$ cat src/hdl/key_value_line_tokenizer_core_assert.svh
// Assertion macros shared by the tokenizer RTL.
`ifndef KEY_VALUE_LINE_TOKENIZER_CORE_ASSERT_SVH
`define KEY_VALUE_LINE_TOKENIZER_CORE_ASSERT_SVH
`ifndef SYNTH
`define KVLT_ASSERT(lbl, prop) \
  lbl: assert property (@(posedge clk_i) disable iff (!rst_ni) prop) \
    else $error("tokenizer assertion failed");
`define KVLT_ASSERT_ALWAYS(lbl, prop) \
  lbl: assert property (@(posedge clk_i) prop) \
    else $error("tokenizer assertion failed");
`else
`define KVLT_ASSERT(lbl, prop)
`define KVLT_ASSERT_ALWAYS(lbl, prop)
`endif
`endif

$ cat src/hdl/kvlt_pkg.sv
// Types and constants of the key:value line tokenizer.
package kvlt_pkg;

  localparam logic [4:0] FIELD_LIMIT = 5'd20;
  localparam logic [6:0] STORE_LIMIT = 7'd100;

  // configuration register indexes
  localparam logic CFG_FIELD_LIM = 1'b0;
  localparam logic CFG_MAX_LEN   = 1'b1;

  localparam logic [7:0] CH_COLON = 8'h3A;
  localparam logic [7:0] CH_QUOTE = 8'h22;
  localparam logic [7:0] CH_SPACE = 8'h20;
  localparam logic [7:0] CH_LF    = 8'h0A;
  localparam logic [7:0] CH_CR    = 8'h0D;

  typedef enum logic [2:0] {
    KIND_KEY_CHAR   = 3'd0,
    KIND_KEY_DONE   = 3'd1,
    KIND_VAL_CHAR   = 3'd2,
    KIND_FIELD_DONE = 3'd3,
    KIND_ABANDON    = 3'd4,
    KIND_LINE_DONE  = 3'd5
  } kind_e;

  typedef struct packed {
    kind_e      kind;
    logic [7:0] ch;
    logic [6:0] char_pos;
    logic [4:0] field_pos;
    logic [6:0] final_len;
    logic [4:0] fields_found;
    logic       last;
  } result_t;

endpackage

$ cat src/hdl/key_value_line_tokenizer_core.sv
// Key:value line tokenizer: parser state, result queue and stream ports.
// Results are visible on the master side in the cycle after their request is
// accepted, when the result queue is empty.
// Throughput: one line byte per cycle while s_axis_tready is high; an
// end-of-line request gives up to two results, held in a four-entry queue.
// s_axis_tready drops while fewer than two queue slots are free.
// Reset: rst_ni low clears the parser, empties the queue and restores the
// field limit to 20 and max_len to 100; no clearing pass follows.
`include "key_value_line_tokenizer_core_assert.svh"
module key_value_line_tokenizer_core (
  input  logic        clk_i,
  input  logic        rst_ni,
  // configuration writes
  input  logic        cfg_valid_i,
  output logic        cfg_ready_o,
  input  logic        cfg_index_i,
  input  logic [6:0]  cfg_data_i,
  // request stream
  input  logic        s_axis_tvalid_i,
  output logic        s_axis_tready_o,
  input  logic [7:0]  s_axis_tdata_i,   // [7:0] line_byte
  input  logic        s_axis_tuser_i,   // [0] req_type
  // result stream
  output logic        m_axis_tvalid_o,
  input  logic        m_axis_tready_i,
  // [7:0] out_char, [14:8] char_pos, [19:15] field_pos, [26:20] final_len,
  // [31:27] fields_found
  output logic [31:0] m_axis_tdata_o,
  output logic [2:0]  m_axis_tuser_o,   // [2:0] out_kind
  output logic        m_axis_tlast_o    // last_of_run
);

  localparam logic [2:0] PH_SKIP   = 3'd0;
  localparam logic [2:0] PH_KEY    = 3'd1;
  localparam logic [2:0] PH_VSTART = 3'd2;
  localparam logic [2:0] PH_UNQ    = 3'd3;
  localparam logic [2:0] PH_QUOTED = 3'd4;

  logic [4:0] field_lim_q;
  logic [6:0] max_len_q;
  logic [2:0] phase_q, phase_d;
  logic [4:0] field_total_q, field_total_d;
  logic [6:0] raw_count_q, raw_count_d;
  logic [6:0] kept_count_q, kept_count_d;
  logic       halted_q, halted_d;

  kvlt_pkg::result_t queue_q [4];
  logic [1:0] wr_ptr_q, rd_ptr_q;
  logic [2:0] cnt_q;

  kvlt_pkg::result_t res0, res1, fd_res, head;
  logic [1:0] n_res;
  logic       in_acc, out_acc;
  logic [4:0] field_cap, ft_inc;
  logic [6:0] len_lim, char_cap, key_len, val_len, raw_inc;
  logic       stopped, raw_room, fd_halt, is_eol;
  logic [7:0] ch;

  assign cfg_ready_o     = 1'b1;
  assign s_axis_tready_o = (cnt_q <= 3'd2);
  assign in_acc          = s_axis_tvalid_i && s_axis_tready_o;
  assign m_axis_tvalid_o = (cnt_q != 3'd0);
  assign out_acc         = m_axis_tvalid_o && m_axis_tready_i;
  assign ch              = s_axis_tdata_i;
  assign is_eol          = s_axis_tuser_i;

  assign field_cap = (field_lim_q > kvlt_pkg::FIELD_LIMIT) ? kvlt_pkg::FIELD_LIMIT
                                                            : field_lim_q;
  assign len_lim   = (max_len_q > kvlt_pkg::STORE_LIMIT) ? kvlt_pkg::STORE_LIMIT : max_len_q;
  assign char_cap  = (len_lim == 7'd0) ? 7'd0 : len_lim - 7'd1;
  assign stopped   = halted_q || (field_total_q >= field_cap);
  assign ft_inc    = field_total_q + 5'd1;
  assign key_len   = (raw_count_q > char_cap) ? char_cap : raw_count_q;
  assign val_len   = (kept_count_q > char_cap) ? char_cap : kept_count_q;
  assign raw_room  = (raw_count_q < char_cap);
  assign raw_inc   = raw_count_q + 7'd1;
  assign fd_halt   = (ft_inc >= field_cap);

  always_comb begin
    fd_res              = '0;
    fd_res.kind         = kvlt_pkg::KIND_FIELD_DONE;
    fd_res.field_pos    = field_total_q;
    fd_res.final_len    = val_len;
    fd_res.fields_found = ft_inc;
  end

  always_comb begin
    phase_d       = phase_q;
    field_total_d = field_total_q;
    raw_count_d   = raw_count_q;
    kept_count_d  = kept_count_q;
    halted_d      = halted_q;
    res0          = '0;
    res1          = '0;
    n_res         = 2'd0;
    res0.fields_found = field_total_q;
    res0.field_pos    = field_total_q;

    if (is_eol) begin
      res1.kind         = kvlt_pkg::KIND_LINE_DONE;
      res1.fields_found = field_total_q;
      if (!stopped && phase_q == PH_KEY) begin
        res0.kind = kvlt_pkg::KIND_ABANDON;
        n_res     = 2'd2;
      end else if (!stopped && (phase_q == PH_VSTART || phase_q == PH_UNQ ||
                                phase_q == PH_QUOTED)) begin
        res0              = fd_res;
        res1.fields_found = ft_inc;
        n_res             = 2'd2;
      end else begin
        res0              = '0;
        res0.kind         = kvlt_pkg::KIND_LINE_DONE;
        res0.fields_found = field_total_q;
        n_res             = 2'd1;
      end
      // start the next line from scratch
      phase_d       = PH_SKIP;
      field_total_d = '0;
      raw_count_d   = '0;
      kept_count_d  = '0;
      halted_d      = 1'b0;
    end else if (!stopped) begin
      unique case (phase_q)
        PH_SKIP: begin
          if (ch != kvlt_pkg::CH_SPACE && ch != kvlt_pkg::CH_LF && ch != kvlt_pkg::CH_CR) begin
            raw_count_d  = '0;
            kept_count_d = '0;
            if (ch == kvlt_pkg::CH_COLON) begin
              res0.kind      = kvlt_pkg::KIND_KEY_DONE;
              res0.final_len = '0;
              n_res          = 2'd1;
              phase_d        = PH_VSTART;
            end else begin
              phase_d = PH_KEY;
              if (char_cap != 7'd0) begin
                res0.kind   = kvlt_pkg::KIND_KEY_CHAR;
                res0.ch     = ch;
                n_res       = 2'd1;
                raw_count_d = 7'd1;
              end
            end
          end
        end
        PH_KEY: begin
          if (ch == kvlt_pkg::CH_COLON) begin
            res0.kind      = kvlt_pkg::KIND_KEY_DONE;
            res0.final_len = key_len;
            n_res          = 2'd1;
            raw_count_d    = '0;
            kept_count_d   = '0;
            phase_d        = PH_VSTART;
          end else if (raw_room) begin
            res0.kind     = kvlt_pkg::KIND_KEY_CHAR;
            res0.ch       = ch;
            res0.char_pos = raw_count_q;
            n_res         = 2'd1;
            raw_count_d   = raw_inc;
          end
        end
        PH_VSTART, PH_UNQ, PH_QUOTED: begin
          if ((phase_q == PH_VSTART && ch == kvlt_pkg::CH_QUOTE)) begin
            phase_d = PH_QUOTED;
          end else if ((phase_q != PH_QUOTED && ch == kvlt_pkg::CH_SPACE) ||
                       (phase_q == PH_QUOTED && ch == kvlt_pkg::CH_QUOTE)) begin
            res0          = fd_res;
            n_res         = 2'd1;
            field_total_d = ft_inc;
            raw_count_d   = '0;
            kept_count_d  = '0;
            phase_d       = PH_SKIP;
            if (fd_halt) halted_d = 1'b1;
          end else begin
            if (phase_q == PH_VSTART) phase_d = PH_UNQ;
            if (raw_room) begin
              res0.kind     = kvlt_pkg::KIND_VAL_CHAR;
              res0.ch       = ch;
              res0.char_pos = raw_count_q;
              n_res         = 2'd1;
              raw_count_d   = raw_inc;
            end
            // CR and LF do not extend the reported length
            if (ch != kvlt_pkg::CH_LF && ch != kvlt_pkg::CH_CR) begin
              kept_count_d = raw_room ? raw_inc : raw_count_q;
            end
          end
        end
        default: phase_d = PH_SKIP;
      endcase
    end

    res0.last = (n_res == 2'd1);
    res1.last = 1'b1;
  end

  always_ff @(posedge clk_i or negedge rst_ni) begin
    if (!rst_ni) begin
      field_lim_q   <= kvlt_pkg::FIELD_LIMIT;
      max_len_q     <= kvlt_pkg::STORE_LIMIT;
      phase_q       <= PH_SKIP;
      field_total_q <= '0;
      raw_count_q   <= '0;
      kept_count_q  <= '0;
      halted_q      <= 1'b0;
      wr_ptr_q      <= '0;
      rd_ptr_q      <= '0;
      cnt_q         <= '0;
    end else begin
      if (cfg_valid_i) begin
        case (cfg_index_i)
          kvlt_pkg::CFG_FIELD_LIM: field_lim_q <= cfg_data_i[4:0];
          kvlt_pkg::CFG_MAX_LEN:   max_len_q   <= cfg_data_i;
          default: ;
        endcase
      end
      if (in_acc) begin
        phase_q       <= phase_d;
        field_total_q <= field_total_d;
        raw_count_q   <= raw_count_d;
        kept_count_q  <= kept_count_d;
        halted_q      <= halted_d;
        wr_ptr_q      <= wr_ptr_q + n_res;
      end
      if (out_acc) rd_ptr_q <= rd_ptr_q + 2'd1;
      cnt_q <= cnt_q + ((in_acc) ? {1'b0, n_res} : 3'd0) - {2'b00, out_acc};
    end
  end

  // result queue payload, no reset
  always_ff @(posedge clk_i) begin
    if (in_acc && n_res != 2'd0) queue_q[wr_ptr_q] <= res0;
    if (in_acc && n_res == 2'd2) queue_q[wr_ptr_q + 2'd1] <= res1;
  end

  assign head           = queue_q[rd_ptr_q];
  assign m_axis_tdata_o = {head.fields_found, head.final_len, head.field_pos,
                           head.char_pos, head.ch};
  assign m_axis_tuser_o = head.kind;
  assign m_axis_tlast_o = head.last;

  `KVLT_ASSERT(a_queue_bound, cnt_q <= 3'd4)
  `KVLT_ASSERT(a_pair_ends_line,
    (in_acc && n_res == 2'd2) |-> res1.kind == kvlt_pkg::KIND_LINE_DONE)
  `KVLT_ASSERT(a_line_restart, (in_acc && is_eol) |=> (phase_q == PH_SKIP && field_total_q == 5'd0))
  `KVLT_ASSERT(a_kept_le_raw, kept_count_q <= raw_count_q && raw_count_q <= 7'd99)
  `KVLT_ASSERT(a_line_done_last,
    (m_axis_tvalid_o && m_axis_tuser_o == kvlt_pkg::KIND_LINE_DONE) |-> m_axis_tlast_o)

endmodule
$ cat config.mk
export PLATFORM = sky130hd
export DESIGN_NAME = key_value_line_tokenizer_core
export DESIGN_NICKNAME = d
export VERILOG_FILES = /design/src/hdl/kvlt_pkg.sv /design/src/hdl/key_value_line_tokenizer_core.sv
export VERILOG_INCLUDE_DIRS = /design/src /design/src/hdl
export SDC_FILE = /design/constraint.sdc
export NUM_CORES = 1
export LEC_CHECK = 0
export ABC_AREA = 0
export BUFFER_PORTS_ARGS = -buffer_cell sky130_fd_sc_hd__buf_4
export CAP_MARGIN = 15
export CORE_ASPECT_RATIO = 1.25
export CORE_UTILIZATION = 33
export DETAILED_ROUTE_END_ITERATION = 12
export GPL_ROUTABILITY_DRIVEN = 0
export REMOVE_ABC_BUFFERS = 1
export SLEW_MARGIN = 30
export SYNTH_ARGS = -nofsm -noshare
export SYNTH_HDL_FRONTEND = slang
export SYNTH_SLANG_ARGS = --single-unit
$ cat constraint.sdc
create_clock -name clk_i -period 5.9 [get_ports clk_i]
set_input_delay 0.295 -clock clk_i [delete_from_list [all_inputs] [get_ports clk_i]]
set_output_delay 0.295 -clock clk_i [all_outputs]
set_load 0.03 [all_outputs]
==> results.md <==
* Post-CTS setup buffers at 0
* Total CTS buffers at 17
* Critical Path Fanout Max at 12
* Combinational power share at 41.5%
* Critical path type: reg -> reg
* FF+latch count, synth at 186
* Die height at ~200 µm
* Initial antenna violation count at 0
* Sequential element share of the synthesized area at a little over two fifths
* Clock Skew at between 0.02 and 0.025 ns
* CTS tree: built
* Share of synthesized registers carrying an async set or reset at between 20% and 30%
* Setup repair after global routing missed its margin: false
* Fin nets at about 1,100
* PortBufs at 59
* Initial Util at approximately a third
* Final worst path period share at 92.8%
* First drt pass iteration count at 7
* Total GRT Usage at around 18%
* # rows at 70
* Final Cell Area at ~0.011 mm²
* Root buffer cell: clkbuf_16
* Setup TNS at 0 ns
* Drt wl/cell at between 15 and 20 µm
* Reg clk slew, reported paths at about 0.080 ns
* Cell Pwr Density at roughly 440 mW/mm²
* Critical Path Source Type: register
* Ys Warns at 0
* Clk pwr share at ~22%
* Final Slew Violations at 0
* Ant. Diodes at 0
* Vias after detailed routing at 7,900
* Xor/xnor cell area share of the yosys netlist at under 10%
* Synth unique cells at 83
* DIE WIDTH at 157 µm
* Layout cells sized above 1 at between 10% and 20%
* Number of setup violations in the final report at 0
* Combinational family with the most area after synthesis: simple AND/OR/NAND/NOR gates
* WP data arrival at 5.80 ns
* Layout area overhead at 12.8%
* Clk sinks at between 150 and 200
* Worst skew pair latency at between 0.4 and 0.5 ns
* Hold WC Path Type: in -> reg
* NetSw at slightly below 2 mW
* Post-route ant nets at 0
* Final hold violation count at 0
* DRT iter0 DRCs at 695
* Mean Syn Cell Area at between 9 and 10 µm²
* Detailed Route WL at ~27 mm
* Final worst setup slack at 0.422 ns
* Post-DP Area at 0.0106 mm²
* Switching share of total power at about two fifths
* Worst vdd ir at about 0.19 mV
* Leakage at 4.37 nW
* Synth Area in Compound Gates at between 10% and 20%
* Data required time of the worst path at between 6 and 7 ns
* F_max at approximately 180 MHz
* MaxCap Viol Count at 0
* Vias per inst at between 5 and 6
* Vias in the first global route at a little under 8,000
* I/O Pins at 61
* Crit path time final at 5.48 ns
* Tightest Pin Transition at 0.810 ns
* Normalized max-slew margin at a little under half
* Grt total ovfl at 0
* Hpwl dp at 18.7 mm
* H-tree Lvls at 4
* Die area at about 0.031 mm²
* Reg power frac at 36.3%
* CP endpoint kind: register
* Outcome: finished clean
* Cell-internal power at approximately 3.0 mW
* Post-synthesis simple-gate area fraction at approximately a fifth
* Synth Flop Type: dfxtp_1
* Core Area at 0.0294 mm²
* Largest net degree at the start of global routing at 43
* Synthesized cell area at between 0.009 and 0.01 mm²
* Post-Place Worst Slack at approximately 0.38 ns
* Synth Area in Adders at approximately 4.5%
* Number of enable flip-flop cells after synthesis at 28
* # DRC at 0
* Post-Synthesis Cells at 1,025
* Post-synthesis mux area share at a little under an eighth
* Max Buffers Root-to-Sink at 2
* First-pass GRT wire length at ~42 mm
## power groups by stage
| stage | clock network [mW] | registers, mW | logic [mW] |
|---|---|---|---|
| after floorplan | 0 | 1.83 | 1.39 |
| after global placement | 0 | 1.81 | 2.03 |
| after detailed placement | 0 | 1.82 | 2.06 |
| after CTS | 1.12 | 1.79 | 2.07 |
| after global routing | 1.17 | 1.83 | 2.23 |
| final | 1.10 | 1.80 | 2.06 |
## flip-flops by register name, summed over array words and instances, names as in the netlist, 3 cells and up
name / count
raw_count_q: 7
max_len_q: 7
kept_count_q: 7
field_total_q: 5
phase_q: 3
queue_q: 144
field_lim_q: 5
cnt_q: 3
## metrics by stage
step	hold slack (ns)	cells	util, %	power [mW]
after floorplan	-0.000591	956	-	3.21
after global placement	0.319	1429	36.1	3.84
after detailed placement	0.344	1429	36.1	3.88
after CTS	0.0591	1462	38.0	4.98
after global routing	0.0714	1462	38.0	5.23
final	0.0699	1462	38.0	4.96
## worst paths after layout
| kind | endpoint | cells past startpoint | from | slack, ns |
|---|---|---|---|---|
| max | cnt_q[2]$_DFF_PN0_ | 22 | max_len_q[6]$_DFFE_PN1P_ | 0.42 |
| min | max_len_q[6]$_DFFE_PN1P_ | 2 | cfg_data_i[6] | 0.07 |
| max reg2reg | cnt_q[2]$_DFF_PN0_ | 22 | max_len_q[6]$_DFFE_PN1P_ | 0.42 |
| min reg2reg | queue_q[1][23]$_SDFFE_PP0N_ | 2 | queue_q[1][23]$_SDFFE_PP0N_ | 0.45 |
| max in group asynchronous | rd_ptr_q[0]$_DFFE_PN0P_ | 2 | rst_ni | 5.07 |
| min in group asynchronous | raw_count_q[4]$_DFFE_PN0P_ | 2 | rst_ni | 0.37 |
## worst max-delay path, stage by stage (launching register included)
cell and delay [ns]:
dfstp_2 0.62, nand2_1 0.13, o21ai_0 0.32, ha_2 0.33
or4b_4 0.50, nor2_1 0.12, mux2_2 0.39, inv_1 0.13
ha_1 0.27, o21a_1 0.12, a21oi_1 0.28, nand2_1 0.23
clkinvlp_4 0.26, a211oi_1 0.10, o21ai_0 0.29, nand2_1 0.10
ha_1 0.29, inv_1 0.06, ha_1 0.13, inv_1 0.05
fa_1 0.37, xor2_1 0.16, xnor2_1 0.12
## cell families after synthesis
| group | after synthesis |
|---|---|
| AND/OR/NAND/NOR | 414 |
| AO/OA/AOI/OAI | 203 |
| flip-flops | 186 |
| buffers and inverters | 94 |
| multiplexers | 70 |
| adder cells (fa/ha/maj) | 35 |
| XOR/XNOR | 22 |
| other | 1 |
## cell usage in the layout, fill, tap and decap left out, drive strengths merged, types with 23 or more instances in the layout
cell type and instances:
a211oi 23, a21oi 32, buf 77, clkbuf 23
dfrtp 37, dfxtp 116, edfxtp 28, ha 34
inv 29, mux4 36, nand2 118, nand3 126
nor2 89, o21ai 82
## Yosys cell counts (14+ instances only)
cell type / instances / share of area [%]
nand3_1: 126 / 6.4
nand2_1: 118 / 4.5
dfxtp_1: 116 / 23
nor2_1: 86 / 3.3
o21ai_0: 60 / 3.0
dfrtp_1: 37 / 9.3
mux4_2: 36 / 8.2
clkbuf_1: 34 / 1.3
ha_1: 34 / 4.3
a21oi_1: 31 / 1.6
edfxtp_1: 28 / 8.5
o21ai_1: 22 / 1.1
inv_1: 21 / 0.79
mux2_2: 18 / 2.0
nor3_1: 16 / 0.81
o31ai_1: 15 / 1.1
buf_6: 14 / 1.6
mux2i_1: 14 / 1.4
## what timing repair did
item / in CTS / in global routing
hold endpoints to repair: 37 / 0
hold buffers: 1 / 0
resized for setup: 0 / 3
setup endpoints to repair: 0 / 1
## area by class of cell
class | count | area [µm²]
inverter | 25 | 97.6
clock inverter | 9 | 75.1
fill | 3031 | 18200
timing repair buffer | 78 | 588
sequential | 186 | 4220
clock buffer | 23 | 479
tap | 396 | 495
multi-input combinational | 745 | 5230
## metal layers
metal / vias up / share of wire, % / GRT usage (%)
met5: - / 0 / 0
met1: 3836 / 44 / 22.6
met4: 0 / 2.8 / 7.23
met2: 231 / 49 / 30.0
met3: 54 / 4.5 / 3.51
li1: 3779 / - / -
Power figures use the tool's default switching activity.
